--- config.mk ---
export PLATFORM = sky130hd
export DESIGN_NAME = snt_cell
export DESIGN_NICKNAME = d
export VERILOG_FILES = /design/src/sv/snt_pkg.sv /design/src/sv/snt_cell.sv
export SDC_FILE = /design/constraint.sdc
export NUM_CORES = 1
export LEC_CHECK = 0
export ABC_AREA = 1
export BUFFER_PORTS_ARGS = -buffer_cell sky130_fd_sc_hd__buf_2
export CORE_MARGIN = 4
export CORE_UTILIZATION = 59
export DETAILED_ROUTE_END_ITERATION = 12
export GPL_TIMING_DRIVEN = 0
export PLACE_DENSITY = 0.83
export SYNTH_ARGS = -nofsm -noshare
export SYNTH_HDL_FRONTEND = slang
export SYNTH_SLANG_ARGS = --single-unit
--- constraint.sdc ---
create_clock -name clk -period 6.8 [get_ports clk]
set_clock_uncertainty 0.1 [all_clocks]
set_input_delay 0.34 -clock clk [delete_from_list [all_inputs] [get_ports clk]]
set_output_delay 0.34 -clock clk [all_outputs]
set_load 0.02 [all_outputs]
--- src/sv/snt_pkg.sv ---
// Shared types, field positions and defaults for the sorting network tester.
`default_nettype none

package snt_pkg;

    localparam int LANES_DEF           = 8;
    localparam int VALUE_BITS_DEF      = 8;
    localparam int MAX_COMPARATORS_DEF = 32;
    localparam int COUNT_BITS_DEF      = 16;

    localparam int POS_BITS       = 3;
    localparam int SLOT_BITS      = 5;
    localparam int CFG_BITS       = 6;
    localparam int VECTOR_BITS    = 64;
    localparam int OUT_COUNT_BITS = 16;

    // Input tdata layout
    localparam int SLOT_LSB   = 0;
    localparam int POS_A_LSB  = SLOT_LSB + SLOT_BITS;
    localparam int POS_B_LSB  = POS_A_LSB + POS_BITS;
    localparam int VEC_LSB    = POS_B_LSB + POS_BITS;
    localparam int CLEAR_BIT  = VEC_LSB + VECTOR_BITS;
    localparam int IN_BITS    = CLEAR_BIT + 1;
    localparam int IN_TDATA_W = ((IN_BITS + 7) / 8) * 8;

    // Output tdata layout
    localparam int RES_LSB     = 0;
    localparam int PASS_LSB    = RES_LSB + VECTOR_BITS;
    localparam int FAIL_LSB    = PASS_LSB + OUT_COUNT_BITS;
    localparam int OUT_TDATA_W = FAIL_LSB + OUT_COUNT_BITS;

    typedef enum logic {
        OP_WRITE = 1'b0,
        OP_TEST  = 1'b1
    } snt_op_t;

    // Control part of a request moving down the cell chain
    typedef struct packed {
        logic                 valid;
        snt_op_t              op;
        logic                 clear;
        logic [SLOT_BITS-1:0] slot;
        logic [POS_BITS-1:0]  pos_a;
        logic [POS_BITS-1:0]  pos_b;
    } snt_ctrl_t;

endpackage

`default_nettype wire

--- src/sv/snt_cell.sv ---
// One comparator cell: holds one network slot and one stage of the vector chain.
`default_nettype none

module snt_cell #(
    parameter int LANES      = snt_pkg::LANES_DEF,
    parameter int VALUE_BITS = snt_pkg::VALUE_BITS_DEF,
    parameter int INDEX      = 0
) (
    input  wire logic                             clk,
    input  wire logic                             rst_n,
    input  wire logic                             advance,
    input  wire logic [snt_pkg::CFG_BITS-1:0]     cfg_in_use,
    input  wire snt_pkg::snt_ctrl_t               ctrl_in,
    input  wire logic [LANES*VALUE_BITS-1:0]      vec_in,
    output snt_pkg::snt_ctrl_t                    ctrl_out,
    output logic [LANES*VALUE_BITS-1:0]           vec_out
);
    import snt_pkg::*;

    localparam int W = LANES * VALUE_BITS;

    logic [POS_BITS-1:0]   a_reg;
    logic [POS_BITS-1:0]   b_reg;
    logic                  valid_reg;
    snt_op_t               op_reg;
    logic                  clear_reg;
    logic [SLOT_BITS-1:0]  slot_reg;
    logic [POS_BITS-1:0]   pos_a_reg;
    logic [POS_BITS-1:0]   pos_b_reg;
    logic [W-1:0]          vec_reg;

    logic [POS_BITS-1:0]   lo;
    logic [POS_BITS-1:0]   hi;
    logic [VALUE_BITS-1:0] v_lo;
    logic [VALUE_BITS-1:0] v_hi;
    logic                  do_swap;
    logic                  load_slot;
    logic [W-1:0]          vec_next;

    always_comb
    begin
        lo = (a_reg < b_reg) ? a_reg : b_reg;
        hi = (a_reg < b_reg) ? b_reg : a_reg;
        v_lo = '0;
        v_hi = '0;
        for (int j = 0; j < LANES; j++)
        begin
            if (int'(lo) == j)
                v_lo = vec_in[j*VALUE_BITS +: VALUE_BITS];
            if (int'(hi) == j)
                v_hi = vec_in[j*VALUE_BITS +: VALUE_BITS];
        end
        // skip pairs naming one lane twice or a lane beyond the vector
        do_swap = ctrl_in.valid && (ctrl_in.op == OP_TEST) && (INDEX < int'(cfg_in_use))
                  && (a_reg != b_reg) && (int'(a_reg) < LANES) && (int'(b_reg) < LANES)
                  && (v_lo > v_hi);
        vec_next = vec_in;
        if (do_swap)
        begin
            for (int j = 0; j < LANES; j++)
            begin
                if (int'(lo) == j)
                    vec_next[j*VALUE_BITS +: VALUE_BITS] = v_hi;
                if (int'(hi) == j)
                    vec_next[j*VALUE_BITS +: VALUE_BITS] = v_lo;
            end
        end
        load_slot = advance && ctrl_in.valid && (ctrl_in.op == OP_WRITE)
                    && (int'(ctrl_in.slot) == INDEX);
    end

    always_ff @(posedge clk or negedge rst_n)
    begin
        if (!rst_n)
            valid_reg <= 1'b0;
        else if (advance)
            valid_reg <= ctrl_in.valid;
    end

    always_ff @(posedge clk)
    begin
        if (advance)
        begin
            op_reg    <= ctrl_in.op;
            clear_reg <= ctrl_in.clear;
            slot_reg  <= ctrl_in.slot;
            pos_a_reg <= ctrl_in.pos_a;
            pos_b_reg <= ctrl_in.pos_b;
            vec_reg   <= vec_next;
        end
        if (load_slot)
        begin
            a_reg <= ctrl_in.pos_a;
            b_reg <= ctrl_in.pos_b;
        end
    end

    assign ctrl_out = '{valid: valid_reg, op: op_reg, clear: clear_reg, slot: slot_reg,
                        pos_a: pos_a_reg, pos_b: pos_b_reg};
    assign vec_out  = vec_reg;

endmodule

`default_nettype wire

==> flow_summary.yaml <==
status:
  outcome: "completed"
logic_synthesis:
  synth_nets: 1043
  ys_async_sr_fraction: 0.0119
  yosysTopAreaCell: "edfxtp_1"
  yosysTopAreaCellShare: 0.373
  ys_warn_count: 0
  ys_ff_latch: 84
  synth_edf_count: 83
  ys_seq_area_frac: 0.377
  synth_cells: 943
  synth_ff_type: "edfxtp_1"
  synthesis.area_um2: 6680
  ys_types: 41
  synth.avg_cell_area_um2: 7.09
  yosys-top-cells-area: "edfxtp_1 (37%), nand2_1 (19%), a21oi_1 (9.4%)"
sta:
  period_share: 0.755
  fmax_mhz: 195
  tightest_slew_ns: 1.08
  fin_ws_ns: 1.67
  fin_crit_ns: 5.13
  drv_slew: 0
  setup_viol: 0
  hold_viol_final: 0
  relSlewSlack: 0.273
  tns_ns: 0
  rsz0062_at_grt: "false"
global_routing:
  grt_start_max_net_pins: 80
  grt_antenna_before_repair: 1
  grt_pass1_wl_um: 35500
  grtUsageTotal: 0.352
  grt_pass1_vias: 6955
  grt_overflow_total: 0
hold_path:
  min_delay_path_depth: 1
  hold_end: "clear_reg"
  hp-class: "input pin to flip-flop"
  worstHoldStart: "ctrl_in[11]"
layout:
  largest_reg_flops: 64
  area_growth_pct: 19.5
  final_cell_mix: "nand2_1 (344), buf_2 (170), a21oi_1 (125), edfxtp_1 (83), inv_1 (80)"
  antenna_cells: 0
  nFillCells: 932
  nets: 1219
  drive_gt1_frac: 0.231
  final_common_cell: "nand2_1"
drt:
  routed_wl_um: 22500
  routedWlPerCell_um: 17.8
  ant_nets: 0
  num_vias: 7456
  first_iter_violations: 1008
  firstDrtPassIters: 6
  drc: 0
  vias_per_cell: 5.90
critical_path:
  r2r_slack_ns: 1.67
  reg2reg_depth: 24
  r2r-start: "a_reg[2]"
  worstPathArrival_ns: 5.26
  cp-end-kind: "flip-flop"
  cp-start-kind: "flip-flop"
  rr_endpoint: "vec_out[43]"
  crit_type: "flip-flop to flip-flop"
  critPathRequiredTime_ns: 6.93
  cp_max_fo: 10
clocking:
  cts-resized-gates: 0
  clock-root-buffer: "clkbuf_16"
  clock_sinks: 84
  htree_num_levels: 3
  cts_buffers: 9
  cts_tree: "yes"
  clk_path_buf_depth: 2
  path_clk_slew_ns: 0.06
  clk_latency_ns: 0.35
power:
  p_sw_mw: 0.386
  vdd_ir_drop_max_uv: 178
  combPwrFrac: 0.186
  intPower_mw: 0.977
  p_leak_nw: 3.88
  switching_share: 0.283
  powerDensity_nw_per_um2: 171
  clkPwrFrac: 0.361
  seq_power_share: 0.452
place:
  pre_cts_ws_ns: 1.89
  port_buffers: 164
  gp_congestion: 0.954
  hpwl_um: 16800
job:
  drv_cap: 0
floorplanning:
  io_pins: 165
  num_rows: 38
  die_height_um: 114
  die-area_um2: 13100
  core_um2: 11000
  die_w_um: 114
  start_util: 0.608
-- cell usage after synthesis (9+ instances only) --
master and count:
nand2_1 344, a21oi_1 125, edfxtp_1 83, inv_1 80
nor2_1 61, nand3_1 58, nand4_1 27, clkbuf_1 15
nand2_2 15, ha_1 13, o21ai_0 12, o21ai_1 11
inv_2 10, o21a_1 10, buf_6 9, nand2_4 9
-- power by group through the flow --
| stage | combinational, mW | sequential, mW | clock (mW) |
|---|---|---|---|
| after floorplan | 0.0983 | 0.670 | 0 |
| after global placement | 0.243 | 0.627 | 0 |
| after detailed placement | 0.248 | 0.628 | 0 |
| after CTS | 0.250 | 0.617 | 0.495 |
| after global routing | 0.276 | 0.620 | 0.519 |
| final | 0.254 | 0.617 | 0.492 |
-- how the worst max path moves through the flow --
stage | startpoint | cells past startpoint | slack, ns | to
after detailed placement | a_reg[2] | 24 | 1.89 | vec_out[43]
final | a_reg[2] | 24 | 1.67 | vec_out[43]
after global routing | a_reg[2] | 24 | 1.31 | vec_out[51]
after global placement | a_reg[2] | 24 | 1.94 | vec_out[59]
after floorplan | a_reg[2] | 25 | 2.92 | vec_out[38]
after CTS | a_reg[2] | 24 | 1.85 | vec_out[43]
-- layer usage --
layer	part of all wire	vias up	global-route usage
li1	-	3495	-
met1	0.37	3315	0.450
met2	0.45	549	0.550
met3	0.13	95	0.0777
met4	0.049	2	0.202
met5	0.00053	-	0
-- cells by family (layout without fill, tap and decap cells) --
family,Yosys count,in the layout,share of synthesized area
compound gates,170,170,0.140
fa+ha+maj,13,13,0.0243
buf+inv,136,317,0.0923
flops,84,84,0.377
simple gates,540,540,0.367
-- critical path, cell delays in order (launching register included) --
cell and delay, ns:
edfxtp_1 0.38, inv_1 0.06, ha_1 0.28, inv_2 0.07, a21oi_4 0.22, nand2_4 0.15, nand2_1 0.14, nand2_4 0.13
nand3_1 0.23, buf_6 0.19, nor2_1 0.05, nor3_1 0.26, nand4_1 0.16, nand2_1 0.15, nand2_4 0.13, ha_1 0.34
a21oi_1 0.20, o21ai_0 0.12, a21oi_1 0.13, o211ai_1 0.10, nand2_1 0.18, clkbuf_1 0.45, clkbuf_1 0.54, nand2_1 0.12
nand2_1 0.11
-- per-stage QoR --
stage / util / std cells / cell area (um^2) / hold slack (ns) / power [mW]
3_5_place_dp: 0.699 / 1247 / 7680 / 0.0178 / 0.876
3_3_place_gp: 0.699 / 1247 / 7680 / 0.0155 / 0.871
4_1_cts: 0.727 / 1264 / 7990 / 0.0499 / 1.36
5_1_grt: 0.727 / 1264 / 7990 / 0.0541 / 1.41
2_1_floorplan: - / 943 / 6680 / -0.0556 / 0.768
6_report: 0.727 / 1264 / 7990 / 0.0566 / 1.36
-- repair_timing --
item	CTS	global route
endpoints found under the setup margin	0	0
hold endpoints to repair	1	0
hold buffers	1	0
setup buffers	0	0
-- cell type report --
type,instances,area [um^2],area share
Clock inverter,6,65.1,0.00815
Buffer,41,256,0.0321
Tap cell,140,175,0.0219
Timing Repair Buffer,165,833,0.104
Inverter,95,360,0.0451
Multi-Input combinational cell,723,3550,0.444
Sequential cell,84,2520,0.315
Clock buffer,10,229,0.0287
No activity file was read; power rests on OpenSTA's default activity.
