==> src/sv/snt_pkg.sv <==
// Shared types, field positions and defaults for the sorting network tester.
`default_nettype none

package snt_pkg;

    localparam int LANES_DEF           = 8;
    localparam int VALUE_BITS_DEF      = 8;
    localparam int MAX_COMPARATORS_DEF = 32;
    localparam int COUNT_BITS_DEF      = 16;

    localparam int POS_BITS       = 3;
    localparam int SLOT_BITS      = 5;
    localparam int CFG_BITS       = 6;
    localparam int VECTOR_BITS    = 64;
    localparam int OUT_COUNT_BITS = 16;

    // Input tdata layout
    localparam int SLOT_LSB   = 0;
    localparam int POS_A_LSB  = SLOT_LSB + SLOT_BITS;
    localparam int POS_B_LSB  = POS_A_LSB + POS_BITS;
    localparam int VEC_LSB    = POS_B_LSB + POS_BITS;
    localparam int CLEAR_BIT  = VEC_LSB + VECTOR_BITS;
    localparam int IN_BITS    = CLEAR_BIT + 1;
    localparam int IN_TDATA_W = ((IN_BITS + 7) / 8) * 8;

    // Output tdata layout
    localparam int RES_LSB     = 0;
    localparam int PASS_LSB    = RES_LSB + VECTOR_BITS;
    localparam int FAIL_LSB    = PASS_LSB + OUT_COUNT_BITS;
    localparam int OUT_TDATA_W = FAIL_LSB + OUT_COUNT_BITS;

    typedef enum logic {
        OP_WRITE = 1'b0,
        OP_TEST  = 1'b1
    } snt_op_t;

    // Control part of a request moving down the cell chain
    typedef struct packed {
        logic                 valid;
        snt_op_t              op;
        logic                 clear;
        logic [SLOT_BITS-1:0] slot;
        logic [POS_BITS-1:0]  pos_a;
        logic [POS_BITS-1:0]  pos_b;
    } snt_ctrl_t;

endpackage

`default_nettype wire

==> src/sv/snt_tally.sv <==
// End of the chain: order check, saturating pass/fail counts and output register.
`default_nettype none

module snt_tally #(
    parameter int LANES      = snt_pkg::LANES_DEF,
    parameter int VALUE_BITS = snt_pkg::VALUE_BITS_DEF,
    parameter int COUNT_BITS = snt_pkg::COUNT_BITS_DEF
) (
    input  wire logic                                 clk,
    input  wire logic                                 rst_n,
    input  wire logic                                 advance,
    input  wire snt_pkg::snt_ctrl_t                   ctrl_in,
    input  wire logic [LANES*VALUE_BITS-1:0]          vec_in,
    output logic                                      out_valid,
    output logic                                      vector_sorted,
    output logic [snt_pkg::VECTOR_BITS-1:0]           result_vector,
    output logic [snt_pkg::OUT_COUNT_BITS-1:0]        sorted_total,
    output logic [snt_pkg::OUT_COUNT_BITS-1:0]        unsorted_total
);
    import snt_pkg::*;

    localparam logic [COUNT_BITS-1:0] COUNT_MAX = '1;

    logic                   out_valid_reg;
    logic                   sorted_reg;
    logic [VECTOR_BITS-1:0] result_reg;
    logic [COUNT_BITS-1:0]  pass_reg;
    logic [COUNT_BITS-1:0]  fail_reg;
    logic [COUNT_BITS-1:0]  pass_next;
    logic [COUNT_BITS-1:0]  fail_next;
    logic [COUNT_BITS-1:0]  pass_base;
    logic [COUNT_BITS-1:0]  fail_base;
    logic                   sorted;
    logic                   is_test;

    always_comb
    begin
        sorted = 1'b1;
        for (int j = 1; j < LANES; j++)
        begin
            if (vec_in[(j-1)*VALUE_BITS +: VALUE_BITS] > vec_in[j*VALUE_BITS +: VALUE_BITS])
                sorted = 1'b0;
        end
        is_test   = ctrl_in.valid && (ctrl_in.op == OP_TEST);
        pass_base = ctrl_in.clear ? '0 : pass_reg;
        fail_base = ctrl_in.clear ? '0 : fail_reg;
        pass_next = pass_base;
        fail_next = fail_base;
        if (sorted)
        begin
            if (pass_base != COUNT_MAX)
                pass_next = pass_base + 1'b1;
        end
        else if (fail_base != COUNT_MAX)
            fail_next = fail_base + 1'b1;
    end

    always_ff @(posedge clk or negedge rst_n)
    begin
        if (!rst_n)
        begin
            out_valid_reg <= 1'b0;
            pass_reg      <= '0;
            fail_reg      <= '0;
        end
        else if (advance)
        begin
            out_valid_reg <= is_test;
            if (is_test)
            begin
                pass_reg <= pass_next;
                fail_reg <= fail_next;
            end
        end
    end

    always_ff @(posedge clk)
    begin
        if (advance && is_test)
        begin
            sorted_reg <= sorted;
            result_reg <= VECTOR_BITS'(vec_in);
        end
    end

    assign out_valid      = out_valid_reg;
    assign vector_sorted  = sorted_reg;
    assign result_vector  = result_reg;
    assign sorted_total   = OUT_COUNT_BITS'(pass_reg);
    assign unsorted_total = OUT_COUNT_BITS'(fail_reg);

endmodule

`default_nettype wire

==> config.mk <==
export PLATFORM = sky130hd
export DESIGN_NAME = snt_tally
export DESIGN_NICKNAME = d
export VERILOG_FILES = /design/src/sv/snt_pkg.sv /design/src/sv/snt_tally.sv
export SDC_FILE = /design/constraint.sdc
export NUM_CORES = 1
export LEC_CHECK = 0
export BUFFER_PORTS_ARGS = -buffer_cell sky130_fd_sc_hd__buf_4
export CAP_MARGIN = 5
export CORE_AREA = 5 5 117 119
export CTS_CLUSTER_DIAMETER = 100
export DETAILED_ROUTE_END_ITERATION = 6
export DIE_AREA = 0 0 122 124
export GPL_TIMING_DRIVEN = 1
export PLACE_DENSITY_LB_ADDON = 0.12
export SYNTH_ARGS = -nofsm -noshare
export SYNTH_HDL_FRONTEND = slang
export SYNTH_SLANG_ARGS = --single-unit
==> constraint.sdc <==
create_clock -name clk -period 7.18 [get_ports clk]
set_clock_uncertainty 0.15 [all_clocks]
set_input_delay 1.795 -clock clk [delete_from_list [all_inputs] [get_ports clk]]
set_output_delay 1.795 -clock clk [all_outputs]
set_load 0.1 [all_outputs]
==> metrics.md <==
| Metric | Value |
|---|---|
| Status | `complete, no violations` |
| VDD IR-drop max | `0.106 mV` |
| Synth unique cells | `56` |
| Period utilization | `0.600` |
| Combinational Power Share | `0.273` |
| Share of synthesized registers carrying an async set or reset | `0.337` |
| Max Slew Vio Count | `0` |
| Share of layout cells above drive strength 1 | `0.287` |
| Clock sinks | `98` |
| Area Overhead vs Synth | `30.8%` |
| TNS Setup | `0 ps` |
| Yosys reg bits | `98` |
| FMAX | `232 MHz` |
| Req. time, crit path | `7260 ps` |
| Initial core utilization | `0.437` |
| Setup crit start kind | `input port` |
| Chip height | `124 um` |
| CTS Hold Bufs | `0` |
| Antenna fix cells | `0` |
| Final hold vios | `0` |
| RR Startpoint | `sorted_total[0]$_DFFE_PN0P_` |
| Slowest cell on the critical path | `nor2_1` |
| All-Layer GR Usage | `0.188` |
| Hold Path Class | `flip-flop to flip-flop` |
| DRC Markers | `0` |
| Pleak | `3.30 nW` |
| Synth Instances | `504` |
| Clk slew on worst S/H paths | `70 ps` |
| Core area | `12500 um2` |
| Vias per inst | `5.32` |
| 1st-pass router iterations | `4` |
| Worst-margin pin slew | `684 ps` |
| Synth Warn # | `0` |
| Clock Power Share | `0.292` |
| RSZ-0062 raised after global routing | `false` |
| PortBufs | `167` |
| Cell family with most CP delay | `simple AND/OR/NAND/NOR gates` |
| EDFF count, synth | `65` |
| Post-CTS resize count | `0` |
| Clock Tree Root | `clkbuf_16` |
| Die width | `122 um` |
| HP Start | `out_valid$_DFFE_PN0P_` |
| Minimum clock period | `4310 ps` |
| Clk buf depth | `2` |
| Syn_nets | `643` |
| Clock Latency Late Sink | `340 ps` |
| Die ar. | `15100 um2` |
| DR WL/cell | `16.6 um` |
| Crit. Startpoint | `vec_in[17]` |
| Nets | `809` |
| Dpl hpwl | `10.8 mm` |
| Sw Share | `0.351` |
| Worst EP arrival | `4390 ps` |
| Sequential cell area fraction in the yosys report | `0.510` |
| Crit-path max FO | `11` |
| Most frequent cells in the layout | `buf_4, edfxtp_1, inv_1` |
| Max transition margin | `0.544` |
| Post-CTS Setup Inserts | `0` |
| Number of global-route vias before repair | `4499` |
| Critical Path Stages | `12` |
| Fin cells | `847` |
| Antenna violations before repair | `0` |
| CP Class | `input port to flip-flop` |
| Via count | `4505` |
| Flop pwr share | `0.435` |
| Detailed Route WL | `14.0 mm` |
| Crit path buf inv count | `3` |
| Worst-path cell chain | `buf_4 -> inv_1 -> ha_1 -> nor2b_1 -> o211ai_1 -> a211o_1 -> and4_4 -> nand4_2 -> inv_2 -> nor2_1 -> nand2_1 -> a221o_1` |
| Setup crit end | `unsorted_total[6]$_DFFE_PN0P_` |
| H-tree levels | `3` |
| First-pass GRT wire length | `22.3 mm` |
| Prevailing post-synth register cell | `edfxtp_1` |
| CTS tree | `done` |
| GRT overflow | `0` |
| R2R Path End | `sorted_total[10]$_DFFE_PN0P_` |
| Crit-path max cell delay | `540 ps` |
| Mean Syn Cell Area | `10.8 um2` |
| Internal power | `0.976 mW` |
| Reg2Reg Depth | `10` |
| Routed Antenna Nets | `0` |
| Maxcap violations | `0` |
| Most common cell after layout, fill and taps aside | `buf_4` |
| CTS Buf Count | `9` |
| Largest register FFs | `64` |
| Setup violations, final | `0` |
| Initial drt markers | `308` |
| Switching power | `0.528 mW` |
| Setup slack, reg-to-reg | `4260 ps` |
| # rows | `41` |
| Post-placement cell count | `831` |
| Pwr Density | `211 nW/um2` |
| Ports | `179` |
| Placer Congestion | `0.819` |
| Largest net degree at the start of global routing | `47` |
| Post-Syn Area | `5450 um2` |
| Crit path capture type | `flip-flop` |
==> stage by stage <==
step	setup slack [ps]	area (um2)	util	hold WS (ps)	power, mW
2_1_floorplan	2500	5450	-	813	0.959
3_3_place_gp	2570	6870	0.551	364	1.07
3_5_place_dp	2530	6870	0.551	365	1.08
4_1_cts	2890	7130	0.572	378	1.52
5_1_grt	2710	7130	0.572	423	1.57
6_report	2870	7130	0.572	374	1.50
==> kinds of logic (layout without fill, tap and decap cells) <==
logic type                 after synthesis  after routing  synth area share
buffers and inverters                   80            251            0.0583
and+or+nand+nor                        154            154             0.156
muxes                                    3              3           0.00551
AOI/OAI and AO/OA                      111            111             0.137
DFF                                     98             98             0.510
adders and majority gates               58             58             0.133
==> metal layers <==
metal  global-route usage  wire, um  vias to the layer above
met3               0.0550      1080                       15
met5                    0         0                        -
met1                0.230      6000                     2146
met2                0.316      6710                      137
met4               0.0693       236                        0
li1                     -         -                     2207
==> worst register-to-register path: stages, from the launching register on <==
cell and delay, ps:
dfrtp_1 400, nor2b_1 270, ha_1 290, nand4_1 120, nor2_1 230, nand3_1 150, nor2b_1 260, and3_1 330
nor2_2 170, a311o_1 390, o211ai_1 90
==> power by group through the flow <==
stage / combinational [mW] / sequential, mW / clock (mW)
finish: 0.410 / 0.654 / 0.440
global route: 0.437 / 0.657 / 0.477
global placement: 0.405 / 0.665 / 0
floorplan: 0.0963 / 0.863 / 0
detailed placement: 0.413 / 0.666 / 0
CTS: 0.414 / 0.654 / 0.448
==> Yosys cell counts, drive strengths merged (5+ instances only) <==
master | number | area (um2)
nand3 | 18 | 90.1
edfxtp | 65 | 1950
a21oi | 39 | 195
ha | 58 | 726
dfrtp | 33 | 826
a31oi | 5 | 31.3
and3 | 13 | 81.3
nand2 | 27 | 104
nand2b | 5 | 31.3
o211ai | 10 | 75.1
a41o | 5 | 50.1
nor2b | 18 | 113
nor3 | 17 | 90.1
a221o | 6 | 60.1
nor2 | 19 | 73.8
inv | 66 | 248
nand4 | 19 | 125
clkbuf | 10 | 37.5
o21ai | 17 | 85.1
==> worst min-delay path by stage <==
| stage | endpoint | depth (start not counted) | slack (ps) |
|---|---|---|---|
| 6_report | out_valid$_DFFE_PN0P_ | 2 | 370 |
| 5_1_grt | out_valid$_DFFE_PN0P_ | 2 | 420 |
| 4_1_cts | out_valid$_DFFE_PN0P_ | 2 | 380 |
| 3_5_place_dp | out_valid$_DFFE_PN0P_ | 2 | 370 |
| 3_3_place_gp | out_valid$_DFFE_PN0P_ | 2 | 360 |
| 2_1_floorplan | out_valid$_DFFE_PN0P_ | 2 | 810 |
==> final cells by class <==
| class | instances | area [um2] |
|---|---|---|
| flip-flops and latches | 98 | 2780 |
| well taps | 172 | 215 |
| repair buffers | 169 | 1270 |
| fillers | 1122 | 5340 |
| inverters | 66 | 249 |
| clock buffers | 11 | 233 |
| multi-input cells | 326 | 2350 |
| clock inverters | 5 | 31.3 |
Note: power is estimated with default switching activity, not from simulation.
